File: src/hw/rtl/rmv_pkg.sv
package rmv_pkg;

  // Number formats
  localparam int COUNT_BITS = 16;
  localparam int FRAC_BITS  = 16;
  localparam int SAMPLE_W   = 16;
  localparam int MEAN_W     = 32;
  localparam int VAR_W      = 47;
  localparam int CNT_OUT_W  = 16;
  localparam int M2_W       = 63;

  // Deviation magnitudes and the split product
  localparam int MAG_W   = MEAN_W + 1;
  localparam int LO_W    = MAG_W / 2;
  localparam int HI_W    = MAG_W - LO_W;
  localparam int PPROD_W = MAG_W + HI_W;
  localparam int PROD_W  = 2 * MAG_W;
  localparam int TERM_W  = PROD_W - FRAC_BITS;

  // Serial divider
  localparam int DVD_W  = M2_W;
  localparam int STEP_W = $clog2(DVD_W + 1);

  typedef logic [COUNT_BITS-1:0] count_t;

  // Controller to datapath commands
  typedef struct packed {
    logic load;
    logic delta;
    logic div_mean;
    logic mean_upd;
    logic delta2;
    logic mag;
    logic mul_lo;
    logic mul_hi;
    logic acc_add;
    logic m2_upd;
    logic div_var;
    logic out_load;
    logic var_zero;
  } dp_cmd_t;

  // Datapath to controller status
  typedef struct packed {
    logic div_done;
    logic last;
    logic multi;
    logic out_free;
  } dp_stat_t;

endpackage

File: src/hw/rtl/running_mean_variance.sv
// Running mean and sample variance (Welford update) over runs of signed samples.
// Input channel: in_sample with in_last marking the final sample of a run;
// a request is taken when in_valid is high and in_stall is low.
// Output channel: one result per run, after the last sample: out_mean_value
// (signed, 16 fraction bits), out_variance_value (M2/(n-1), 16 fraction bits,
// zero for a single-sample run), out_sample_count and out_overflow.
// in_stall stays high after each accepted sample until its update is done, so
// no new sample goes in before the last one is through; the serial divider
// (one quotient bit per cycle, 33 bits for delta/n) takes most of that time.
// A last sample of a multi-sample run adds the variance division, 63 more bits.
// The result sits in an output register; the block keeps taking samples of
// the next run while a result waits under out_stall, and holds only when a
// second result is ready before the first has been taken.
// Count saturates at 65535 and sets the overflow flag for that run.
// Synchronous active-low reset clears the count, mean, M2, the overflow flag
// and the output valid; all run state also clears after each result.
module running_mean_variance (
  input  logic                                clk,
  input  logic                                rst_n,
  input  logic                                in_valid,
  output logic                                in_stall,
  input  logic signed [rmv_pkg::SAMPLE_W-1:0] in_sample,
  input  logic                                in_last,
  output logic                                out_valid,
  input  logic                                out_stall,
  output logic signed [rmv_pkg::MEAN_W-1:0]   out_mean_value,
  output logic [rmv_pkg::VAR_W-1:0]           out_variance_value,
  output logic [rmv_pkg::CNT_OUT_W-1:0]       out_sample_count,
  output logic                                out_overflow
);

  rmv_pkg::dp_cmd_t  cmd;
  rmv_pkg::dp_stat_t stat;

  rmv_ctrl u_ctrl (
    .clk      (clk),
    .rst_n    (rst_n),
    .in_valid (in_valid),
    .in_stall (in_stall),
    .stat     (stat),
    .cmd      (cmd)
  );

  rmv_dp u_dp (
    .clk                (clk),
    .rst_n              (rst_n),
    .in_sample          (in_sample),
    .in_last            (in_last),
    .cmd                (cmd),
    .stat               (stat),
    .out_valid          (out_valid),
    .out_stall          (out_stall),
    .out_mean_value     (out_mean_value),
    .out_variance_value (out_variance_value),
    .out_sample_count   (out_sample_count),
    .out_overflow       (out_overflow)
  );

endmodule

File: src/hw/rtl/rmv_div.sv
module rmv_div (
  input  logic                         clk,
  input  logic                         rst_n,
  input  logic                         start,
  input  logic [rmv_pkg::DVD_W-1:0]    dividend,
  input  rmv_pkg::count_t              divisor,
  input  logic [rmv_pkg::STEP_W-1:0]   steps,
  output logic [rmv_pkg::DVD_W-1:0]    quotient,
  output logic                         done
);

  logic [rmv_pkg::DVD_W-1:0]      quo_r;
  logic [rmv_pkg::COUNT_BITS-1:0] rem_r;
  rmv_pkg::count_t                div_r;
  logic [rmv_pkg::STEP_W-1:0]     cnt_r;
  logic                           busy_r;
  logic                           done_r;

  logic [rmv_pkg::COUNT_BITS:0]   trial;
  logic [rmv_pkg::COUNT_BITS:0]   diff;
  logic                           ge;

  // One restoring step: bring in the next dividend bit, try the subtract
  always_comb begin
    trial = {rem_r, quo_r[rmv_pkg::DVD_W-1]};
    diff  = trial - {1'b0, div_r};
    ge    = (trial >= {1'b0, div_r});
  end

  // Dividend is left-aligned; quotient bits collect at the low end
  always_ff @(posedge clk) begin
    if (!rst_n) begin
      busy_r <= 1'b0;
      done_r <= 1'b0;
      cnt_r  <= '0;
    end else begin
      done_r <= 1'b0;
      if (start) begin
        busy_r <= 1'b1;
        cnt_r  <= steps;
        quo_r  <= dividend;
        rem_r  <= '0;
        div_r  <= divisor;
      end else if (busy_r) begin
        quo_r <= {quo_r[rmv_pkg::DVD_W-2:0], ge};
        rem_r <= ge ? diff[rmv_pkg::COUNT_BITS-1:0] : trial[rmv_pkg::COUNT_BITS-1:0];
        cnt_r <= cnt_r - 1'b1;
        if (cnt_r == rmv_pkg::STEP_W'(1)) begin
          busy_r <= 1'b0;
          done_r <= 1'b1;
        end
      end
    end
  end

  assign quotient = quo_r;
  assign done     = done_r;

endmodule

File: src/hw/rtl/rmv_dp.sv
module rmv_dp (
  input  logic                                clk,
  input  logic                                rst_n,
  input  logic signed [rmv_pkg::SAMPLE_W-1:0] in_sample,
  input  logic                                in_last,
  input  rmv_pkg::dp_cmd_t                    cmd,
  output rmv_pkg::dp_stat_t                   stat,
  output logic                                out_valid,
  input  logic                                out_stall,
  output logic signed [rmv_pkg::MEAN_W-1:0]   out_mean_value,
  output logic [rmv_pkg::VAR_W-1:0]           out_variance_value,
  output logic [rmv_pkg::CNT_OUT_W-1:0]       out_sample_count,
  output logic                                out_overflow
);

  localparam int MW = rmv_pkg::MEAN_W;
  localparam int AW = rmv_pkg::MAG_W;

  // Running state
  rmv_pkg::count_t           count_r;
  logic                      ovf_r;
  logic [MW-1:0]             mean_r;
  logic [rmv_pkg::M2_W-1:0]  m2_r;

  // Per-request working registers
  logic [MW-1:0]                 xf_r;
  logic                          last_r;
  logic [AW-1:0]                 delta_r;
  logic [AW-1:0]                 delta2_r;
  logic [AW-1:0]                 mag_a_r;
  logic [AW-1:0]                 mag_b_r;
  logic [rmv_pkg::PPROD_W-1:0]   prod_r;
  logic [rmv_pkg::PROD_W-1:0]    acc_r;

  // Result register
  logic                          out_valid_r;
  logic [MW-1:0]                 out_mean_r;
  logic [rmv_pkg::VAR_W-1:0]     out_var_r;
  logic [rmv_pkg::CNT_OUT_W-1:0] out_cnt_r;
  logic                          out_ovf_r;

  logic [MW-1:0]                 sample_ext;
  logic [MW-1:0]                 xf;
  logic [AW-1:0]                 delta_calc;
  logic [AW-1:0]                 delta2_calc;
  logic [AW-1:0]                 mag_a;
  logic [AW-1:0]                 mag_b;
  logic [AW-1:0]                 quo_mag;
  logic [AW-1:0]                 mean_plus;
  logic [AW-1:0]                 mean_minus;
  logic [rmv_pkg::HI_W-1:0]      mul_op;
  logic [rmv_pkg::PPROD_W-1:0]   pp;
  logic [rmv_pkg::TERM_W-1:0]    term;
  logic [rmv_pkg::M2_W:0]        term_ext;
  logic [rmv_pkg::M2_W:0]        m2_sum;
  logic [rmv_pkg::M2_W:0]        m2_diff;
  logic                          neg;
  logic [rmv_pkg::M2_W-1:0]      m2_nxt;
  logic [rmv_pkg::VAR_W-1:0]     var_sat;
  logic                          count_full;

  logic                          div_start;
  logic [rmv_pkg::DVD_W-1:0]     div_dividend;
  rmv_pkg::count_t               div_divisor;
  logic [rmv_pkg::STEP_W-1:0]    div_steps;
  logic [rmv_pkg::DVD_W-1:0]     div_quo;
  logic                          div_done;

  // Sample to fixed point, deviations and magnitudes
  always_comb begin
    sample_ext  = {{(MW-rmv_pkg::SAMPLE_W){in_sample[rmv_pkg::SAMPLE_W-1]}}, in_sample};
    xf          = sample_ext << rmv_pkg::FRAC_BITS;
    delta_calc  = {xf_r[MW-1], xf_r} - {mean_r[MW-1], mean_r};
    delta2_calc = delta_calc;
    mag_a       = delta_r[AW-1] ? (AW'(0) - delta_r) : delta_r;
    mag_b       = delta2_r[AW-1] ? (AW'(0) - delta2_r) : delta2_r;
    count_full  = (count_r == '1);
  end

  // Mean step: mean += delta / n, quotient truncated toward zero
  always_comb begin
    quo_mag    = div_quo[AW-1:0];
    mean_plus  = {mean_r[MW-1], mean_r} + quo_mag;
    mean_minus = {mean_r[MW-1], mean_r} - quo_mag;
  end

  // Two-part product of the magnitudes, one partial product per cycle
  always_comb begin
    mul_op = cmd.mul_hi ? mag_b_r[AW-1:rmv_pkg::LO_W]
                        : rmv_pkg::HI_W'(mag_b_r[rmv_pkg::LO_W-1:0]);
    pp     = mag_a_r * mul_op;
  end

  // M2 accumulate with saturation at both ends
  always_comb begin
    term     = acc_r[rmv_pkg::PROD_W-1:rmv_pkg::FRAC_BITS];
    term_ext = (rmv_pkg::M2_W + 1)'(term);
    m2_sum   = {1'b0, m2_r} + term_ext;
    m2_diff  = {1'b0, m2_r} - term_ext;
    neg      = delta_r[AW-1] != delta2_r[AW-1];
    if (neg) begin
      m2_nxt = m2_diff[rmv_pkg::M2_W] ? '0 : m2_diff[rmv_pkg::M2_W-1:0];
    end else begin
      m2_nxt = m2_sum[rmv_pkg::M2_W] ? '1 : m2_sum[rmv_pkg::M2_W-1:0];
    end
  end

  // Variance clamp
  always_comb begin
    if (div_quo[rmv_pkg::DVD_W-1:rmv_pkg::VAR_W] != '0) begin
      var_sat = '1;
    end else begin
      var_sat = div_quo[rmv_pkg::VAR_W-1:0];
    end
  end

  // Shared divider: delta / n per sample, M2 / (n-1) at end of run
  always_comb begin
    div_start = cmd.div_mean | cmd.div_var;
    if (cmd.div_var) begin
      div_dividend = m2_r;
      div_divisor  = count_r - 1'b1;
      div_steps    = rmv_pkg::STEP_W'(rmv_pkg::DVD_W);
    end else begin
      div_dividend = rmv_pkg::DVD_W'(mag_a) << (rmv_pkg::DVD_W - AW);
      div_divisor  = count_r;
      div_steps    = rmv_pkg::STEP_W'(AW);
    end
  end

  rmv_div u_div (
    .clk      (clk),
    .rst_n    (rst_n),
    .start    (div_start),
    .dividend (div_dividend),
    .divisor  (div_divisor),
    .steps    (div_steps),
    .quotient (div_quo),
    .done     (div_done)
  );

  // Running state
  always_ff @(posedge clk) begin
    if (!rst_n) begin
      count_r <= '0;
      ovf_r   <= 1'b0;
      mean_r  <= '0;
      m2_r    <= '0;
    end else if (cmd.out_load) begin
      count_r <= '0;
      ovf_r   <= 1'b0;
      mean_r  <= '0;
      m2_r    <= '0;
    end else begin
      if (cmd.load) begin
        if (count_full) begin
          ovf_r <= 1'b1;
        end else begin
          count_r <= count_r + 1'b1;
        end
      end
      if (cmd.mean_upd) begin
        mean_r <= delta_r[AW-1] ? mean_minus[MW-1:0] : mean_plus[MW-1:0];
      end
      if (cmd.m2_upd) begin
        m2_r <= m2_nxt;
      end
    end
  end

  // Working registers
  always_ff @(posedge clk) begin
    if (cmd.load) begin
      xf_r   <= xf;
      last_r <= in_last;
    end
    if (cmd.delta) begin
      delta_r <= delta_calc;
    end
    if (cmd.div_mean) begin
      mag_a_r <= mag_a;
    end
    if (cmd.delta2) begin
      delta2_r <= delta2_calc;
    end
    if (cmd.mag) begin
      mag_b_r <= mag_b;
    end
    if (cmd.mul_lo || cmd.mul_hi) begin
      prod_r <= pp;
    end
    if (cmd.mul_hi) begin
      acc_r <= rmv_pkg::PROD_W'(prod_r);
    end else if (cmd.acc_add) begin
      acc_r <= acc_r + (rmv_pkg::PROD_W'(prod_r) << rmv_pkg::LO_W);
    end
  end

  // Result register
  always_ff @(posedge clk) begin
    if (!rst_n) begin
      out_valid_r <= 1'b0;
    end else if (cmd.out_load) begin
      out_valid_r <= 1'b1;
    end else if (!out_stall) begin
      out_valid_r <= 1'b0;
    end
  end

  always_ff @(posedge clk) begin
    if (cmd.out_load) begin
      out_mean_r <= mean_r;
      out_var_r  <= cmd.var_zero ? '0 : var_sat;
      out_cnt_r  <= rmv_pkg::CNT_OUT_W'(count_r);
      out_ovf_r  <= ovf_r;
    end
  end

  always_comb begin
    stat.div_done = div_done;
    stat.last     = last_r;
    stat.multi    = (count_r >= rmv_pkg::COUNT_BITS'(2));
    stat.out_free = !out_valid_r || !out_stall;
  end

  assign out_valid          = out_valid_r;
  assign out_mean_value     = out_mean_r;
  assign out_variance_value = out_var_r;
  assign out_sample_count   = out_cnt_r;
  assign out_overflow       = out_ovf_r;

endmodule

File: src/hw/rtl/rmv_ctrl.sv
module rmv_ctrl (
  input  logic               clk,
  input  logic               rst_n,
  input  logic               in_valid,
  output logic               in_stall,
  input  rmv_pkg::dp_stat_t  stat,
  output rmv_pkg::dp_cmd_t   cmd
);

  typedef enum logic [3:0] {
    S_IDLE,
    S_DELTA,
    S_DIVM,
    S_WAITM,
    S_MEAN,
    S_DELTA2,
    S_MAG,
    S_MUL_LO,
    S_MUL_HI,
    S_ACC,
    S_M2,
    S_DIVV,
    S_WAITV,
    S_OUT
  } state_t;

  state_t state_r;
  state_t state_nxt;

  // Next state and per-state datapath commands
  always_comb begin
    state_nxt = state_r;
    cmd       = '0;
    case (state_r)
      S_IDLE: begin
        if (in_valid) begin
          cmd.load  = 1'b1;
          state_nxt = S_DELTA;
        end
      end
      S_DELTA: begin
        cmd.delta = 1'b1;
        state_nxt = S_DIVM;
      end
      S_DIVM: begin
        cmd.div_mean = 1'b1;
        state_nxt    = S_WAITM;
      end
      S_WAITM: begin
        if (stat.div_done) begin
          state_nxt = S_MEAN;
        end
      end
      S_MEAN: begin
        cmd.mean_upd = 1'b1;
        state_nxt    = S_DELTA2;
      end
      S_DELTA2: begin
        cmd.delta2 = 1'b1;
        state_nxt  = S_MAG;
      end
      S_MAG: begin
        cmd.mag   = 1'b1;
        state_nxt = S_MUL_LO;
      end
      S_MUL_LO: begin
        cmd.mul_lo = 1'b1;
        state_nxt  = S_MUL_HI;
      end
      S_MUL_HI: begin
        cmd.mul_hi = 1'b1;
        state_nxt  = S_ACC;
      end
      S_ACC: begin
        cmd.acc_add = 1'b1;
        state_nxt   = S_M2;
      end
      S_M2: begin
        cmd.m2_upd = 1'b1;
        if (!stat.last) begin
          state_nxt = S_IDLE;
        end else if (stat.multi) begin
          state_nxt = S_DIVV;
        end else begin
          state_nxt = S_OUT;
        end
      end
      S_DIVV: begin
        cmd.div_var = 1'b1;
        state_nxt   = S_WAITV;
      end
      S_WAITV: begin
        if (stat.div_done) begin
          state_nxt = S_OUT;
        end
      end
      S_OUT: begin
        if (stat.out_free) begin
          cmd.out_load = 1'b1;
          cmd.var_zero = !stat.multi;
          state_nxt    = S_IDLE;
        end
      end
      default: begin
        state_nxt = S_IDLE;
      end
    endcase
  end

  always_ff @(posedge clk) begin
    if (!rst_n) begin
      state_r <= S_IDLE;
    end else begin
      state_r <= state_nxt;
    end
  end

  assign in_stall = (state_r != S_IDLE);

endmodule

File: config.mk
export PLATFORM = sky130hd
export DESIGN_NAME = running_mean_variance
export DESIGN_NICKNAME = d
export VERILOG_FILES = /design/src/hw/rtl/rmv_pkg.sv /design/src/hw/rtl/running_mean_variance.sv /design/src/hw/rtl/rmv_div.sv /design/src/hw/rtl/rmv_dp.sv /design/src/hw/rtl/rmv_ctrl.sv
export SDC_FILE = /design/constraint.sdc
export NUM_CORES = 2
export LEC_CHECK = 0
export ABC_AREA = 1
export BUFFER_PORTS_ARGS = -buffer_cell sky130_fd_sc_hd__buf_2
export CAP_MARGIN = 20
export CORE_ASPECT_RATIO = 1.1
export CORE_MARGIN = 2
export CORE_UTILIZATION = 40
export DETAILED_ROUTE_END_ITERATION = 6
export HOLD_SLACK_MARGIN = 0.08
export PLACE_DENSITY = 0.53
export RECOVER_POWER = 50
export SETUP_SLACK_MARGIN = 0.15
export SLEW_MARGIN = 30
export SYNTH_ARGS = -nofsm -noshare
export SYNTH_HDL_FRONTEND = slang
export SYNTH_SLANG_ARGS = --single-unit
File: constraint.sdc
create_clock -name clk -period 8 [get_ports clk]
set_clock_uncertainty 0.1 [all_clocks]
set_input_delay 0.8 -clock clk [delete_from_list [all_inputs] [get_ports clk]]
set_output_delay 0.8 -clock clk [all_outputs]
set_load 0.05 [all_outputs]
# Word level (Yosys, flattened, before mapping)
# Index checks and enable logic that the tools add are counted.
# classes
add_sub_neg	12
multipliers	1
div	0
order_cmp	2
eq_ne	21
n_shift	0
muxes	46
bitwise	4
n_reduce_logical	17
# op_table
cell	n
$mux 63	6
$mux 50	2
$add 66x66->66	1
$sub 1x33->33 const A	2
$add 63x50->64	1
$mux 32	2
$sub 63x50->64	1
$pmux 4 s14	1
$mul 33x17->50	1
$mux 16	3
$mux 47	1
$mux 33	1
$sub 32x32->33	1
$add 32x32->32	1
$sub 32x32->32	1
$eq 4x4->1 const B	6
$mux 4	5
$mux 1	18
$ge 17x16->1	1
$mux 17	1
$add 16x1->16 const B	1
$eq 16x16->1 const B	1
$eq 4x3->1 const B	4
$ge 16x2->1 const B	1
other kinds (25)	40
# totals
register_bits	581
latchBits	0
ramBits	0
romBits	0
inputBits	21
out_inout_bits	98
mem_count	0

# Logic depth before layout (Yosys ltp)
# logic_depth
ltp_word	5
ltp_mapped	36
depth_no_buf	33

# Modules after synthesis
# From an unflattened synthesis, not the netlist that was laid out.
# hier_totals
hier_cells	8516
area_unflattened_um2	60689.5
# by_module_without_submodules
mod	instances	cells_each	area_each_um2	seq_area_each_um2
rmv_dp	1	7768	54643.7	12462.0
rmv_div	1	662	5582.9	3012.9
rmv_ctrl	1	86	462.9	80.1

# Worst setup path after synthesis
# No wires, ideal clock.
# synth_timing
path_kind	register to register
start	register u_ctrl.state_r[0]
end	register u_dp.prod_r[29] (netlist bit), data pin
setup_ns	0.261
arrival_ns	6.142
t_required_ns	7.639
slack_ns	1.497
path_stages_with_launch	30
path_buffers	3
cell_sequence	dfxtp_1 > nor2_1 > inv_1 > nor2_2 > inv_1 > buf_2 > buf_2 > o21ai_2 > buf_2 > nor2_1 > fa_1 > inv_1 > fa_1 > fa_1 > inv_1 > fa_1 > fa_1 > inv_1 > fa_1 > inv_1 > ha_1 > a21oi_1 > o21ai_0 > a21oi_1 > o21ai_1 > a21oi_1 > o21bai_1 > nand2_1 > nand2_1 > xor2_1
# synth_via
elab_chain_cells	4
# synth_rtl
element	line_no	source
from (decl)	rmv_ctrl.sv:27	state_t state_r;
from (signal assigned)	rmv_ctrl.sv:114	state_r <= state_nxt;
$eq 4x4->1	rmv_ctrl.sv:34	case (state_r)
$mux 1	rmv_ctrl.sv:34	
$mux 17	rmv_dp.sv:89	mul_op = cmd.mul_hi ? mag_b_r[AW-1:rmv_pkg::LO_W]
$mul 33x17->50	rmv_dp.sv:91	pp = mag_a_r * mul_op;
named net u_dp.pp, one bit	rmv_dp.sv:52	logic [rmv_pkg::PPROD_W-1:0] pp;
to (signal assigned)	rmv_dp.sv:190	prod_r <= pp;
to (decl)	rmv_dp.sv:32	logic [rmv_pkg::PPROD_W-1:0] prod_r;
# The timed path passes the listed nets, and every way through them passes these cells.
# A chain may end at the register's enable or synchronous reset.

# Worst setup path in the final report
# layout_timing
start	register u_ctrl.state_r[1]
end	register u_dp.prod_r[45] (netlist bit), data pin
# Same word-level chain as after synthesis.

==> flow_summary.json <==
{
  "status": "finished, violations left",
  "violations": "max-capacitance violations, max-slew violations",
  "cts.root.buffer_cell": "clkbuf_16",
  "grt-ovfl-total": 0,
  "timing.fmax_mhz": 131,
  "layout-drive-gt1-share_pct": 4.70,
  "r2r_slack_ps": 390,
  "initial_core_util_pct": 40.3,
  "drt-initial-drc-count": 5229,
  "crit_slowest_cell": "fa_1",
  "endpoint": "u_dp.prod_r[45]$_DFFE_PP_",
  "grt_antenna_before_repair": 10,
  "coreArea_sq_um": 148000,
  "required_ps": 8300,
  "cap_violations": 10,
  "path_delay_family": "adder cells",
  "ant_nets": 0,
  "arrival_ps": 7900,
  "fin_crit_sh_pct": 95.1,
  "dpl.hpwl_mm": 204,
  "synth_flop_cell": "edfxtp_1",
  "synth_cells": 8253,
  "min_period_ps": 7610,
  "r2r-start": "u_ctrl.state_r[1]$_SDFFE_PN0P_",
  "tightest_slew_ps": 4600,
  "critPathLaunch": "u_ctrl.state_r[1]$_SDFFE_PN0P_",
  "cpMostUsedCell": "fa_1",
  "io_pins": 119,
  "cts_num_sinks": 565,
  "yosysWarnings": 0,
  "grt_pass1_wl_mm": 354,
  "end_kind": "flop",
  "num_vias": 55100,
  "cp.depth": 28,
  "seqCellArea_sq_um": 15600,
  "layout_commonest_cell": "nand2_1",
  "cp.buffers_inverters": 9,
  "grt_pass1_vias": 53400,
  "layout_common_cells": "nand2_1, inv_1, nor2_1",
  "clkLatencyLatePin_ps": 700,
  "drtPass1Iterations": 6,
  "hold_viol_final": 0,
  "postSynthAreaPerCell_sq_um": 7.24,
  "clk_pin_slew_ps": 60,
  "die_w_um": 372,
  "cts_tree": "done",
  "routed_wirelength_mm": 244,
  "synth_edf_count": 424,
  "ys_ff_latch": 565,
  "gp_congestion": 1.01,
  "start_kind": "flop",
  "synth_cell_types": 68,
  "grt_max_degree": 84,
  "syn_area_sq_um": 59700,
  "cts_buffers": 70,
  "drc": 0,
  "fin_tns_setup_ps": 0,
  "rsz0062_at_grt": "yes",
  "cts_buffer_depth": 3,
  "path_class": "flop to flop",
  "hold_class": "primary input to flop",
  "worstReg2RegEnd": "u_dp.prod_r[45]$_DFFE_PP_",
  "h-tree-depth": 3,
  "async_flop_share_pct": 0,
  "cp_max_fo": 16,
  "maxSlewHeadroom_pct": -206,
  "cpPeakStageDelay_ps": 580,
  "fp.dieH_um": 409,
  "synth_nets": 9088,
  "track_usage_pct": 31.7,
  "multi_input_area_sq_um": 36900,
  "ys_seq_area_share_pct": 26.0,
  "drv_slew": 466,
  "rows": 148,
  "syn2layout_area_growth_pct": 8.64,
  "avgViaCountPerCell": 5.33,
  "port_buffers": 118,
  "die_area_sq_um": 152000,
  "postCtsHoldBufs": 0,
  "n_fill_cell": 15600,
  "setup_viol": 0,
  "wl_per_cell_um": 23.6,
  "worst-r2r-cell-count": 28,
  "fin_nets": 9165
}
registers in the layout (all words and copies together), names as in the netlist, 4 cells and up:
signal and flops:
u_dp.m2_r 63, u_dp.u_div.quotient 63, u_dp.acc_r 50, u_dp.prod_r 50, u_dp.out_variance_value 47, u_dp.delta2_r 33, u_dp.delta_r 33, u_dp.mag_a_r 33
u_dp.mag_b_r 33, u_dp.mean_r 32, u_dp.out_mean_value 32, u_dp.count_r 16, u_dp.out_sample_count 16, u_dp.u_div.div_r 16, u_dp.u_div.rem_r 16, u_dp.xf_r 16
u_dp.u_div.cnt_r 6, u_ctrl.state_r 4
synth_stat cells (all sizes together), types with 2 or more instances:
master | n | area share, %
o211ai | 38 | 0.48
nand3 | 360 | 3.1
edfxtp | 424 | 21
o21ai | 382 | 3.3
a211oi | 2 | 0.025
a21oi | 467 | 4.0
ha | 345 | 7.2
nor4 | 36 | 0.44
fa | 469 | 16
inv | 1700 | 11
nand2 | 2094 | 13
nor3 | 97 | 0.86
o221ai | 6 | 0.088
xnor2 | 54 | 0.80
xor2 | 209 | 3.1
a21boi | 15 | 0.19
a21o | 18 | 0.23
nor3b | 3 | 0.038
nand3b | 13 | 0.16
and2 | 10 | 0.10
or2 | 34 | 0.36
o21a | 14 | 0.18
clkbuf | 110 | 0.70
o2111ai | 2 | 0.029
o31ai | 5 | 0.063
nand4 | 72 | 0.75
o311ai | 2 | 0.029
buf | 109 | 1.1
clkinv | 3 | 0.019
a31oi | 37 | 0.39
o21bai | 36 | 0.45
o22ai | 3 | 0.031
dfxtp | 141 | 4.7
and3 | 6 | 0.063
nor2 | 927 | 6.0
kinds of logic (layout without fill, tap and decap cells):
group / after synthesis / after routing / share of synthesized area (%)
simple gates: 3655 / 3655 / 25.2
xor+xnor: 263 / 263 / 3.87
fa+ha+maj: 814 / 814 / 22.9
compound gates: 1034 / 1034 / 9.52
flops: 565 / 565 / 26.0
buf+inv: 1922 / 2057 / 12.5
other cells: 0 / 3 / 0
metrics by stage:
step | cells | area, sq um | setup slack, ps | hold WS [ps] | utilization (%)
floorplan | 8253 | 59700 | 1500 | 303 | -
global placement | 10200 | 62600 | 73.2 | 320 | 42.3
detailed placement | 10200 | 62700 | -29.7 | 320 | 42.3
CTS | 10300 | 65000 | 158 | 143 | 43.9
global route | 10300 | 64900 | 120 | 168 | 43.8
finish | 10300 | 64900 | 394 | 203 | 43.8
metal layers:
layer | track usage [%] | share of wire (%) | vias up
li1 | - | - | 25800
met1 | 43.9 | 44 | 26800
met2 | 50.5 | 45 | 2049
met3 | 4.37 | 7.0 | 368
met4 | 10.8 | 3.8 | 6
met5 | 0 | 0.017 | -
how the worst min path moves through the flow:
| stage | from | end | cells past startpoint |
|---|---|---|---|
| final | in_sample[12] | u_dp.xf_r[28]$_DFFE_PP_ | 1 |
| after global routing | in_sample[6] | u_dp.xf_r[22]$_DFFE_PP_ | 1 |
| after CTS | in_sample[10] | u_dp.xf_r[26]$_DFFE_PP_ | 1 |
| after detailed placement | u_dp.ovf_r$_SDFFE_PP0P_ | u_dp.out_overflow$_DFFE_PP_ | 0 |
| after global placement | u_dp.mean_r[31]$_SDFFE_PP0P_ | u_dp.out_mean_value[31]$_DFFE_PP_ | 0 |
| after floorplan | u_dp.count_r[12]$_SDFFE_PP0P_ | u_dp.out_sample_count[12]$_DFFE_PP_ | 0 |
area by class of cell:
type | instances | area share (%)
Clock inverter | 41 | 0.682
Antenna cell | 3 | 0.0116
Multi-Input combinational cell | 5766 | 56.8
Sequential cell | 565 | 24.0
Clock buffer | 89 | 2.92
Timing Repair Buffer | 224 | 2.00
Tap cell | 1950 | 3.76
Inverter | 1703 | 9.87
repair_timing:
item	in CTS	in global routing
cloned	0	0
endpoints found under the setup margin	4	17
buffers inserted	0	2
gates resized for setup	2	22
Power is not shown: default switching activity piles up to over one toggle a cycle in this logic, so the estimate is an artifact.
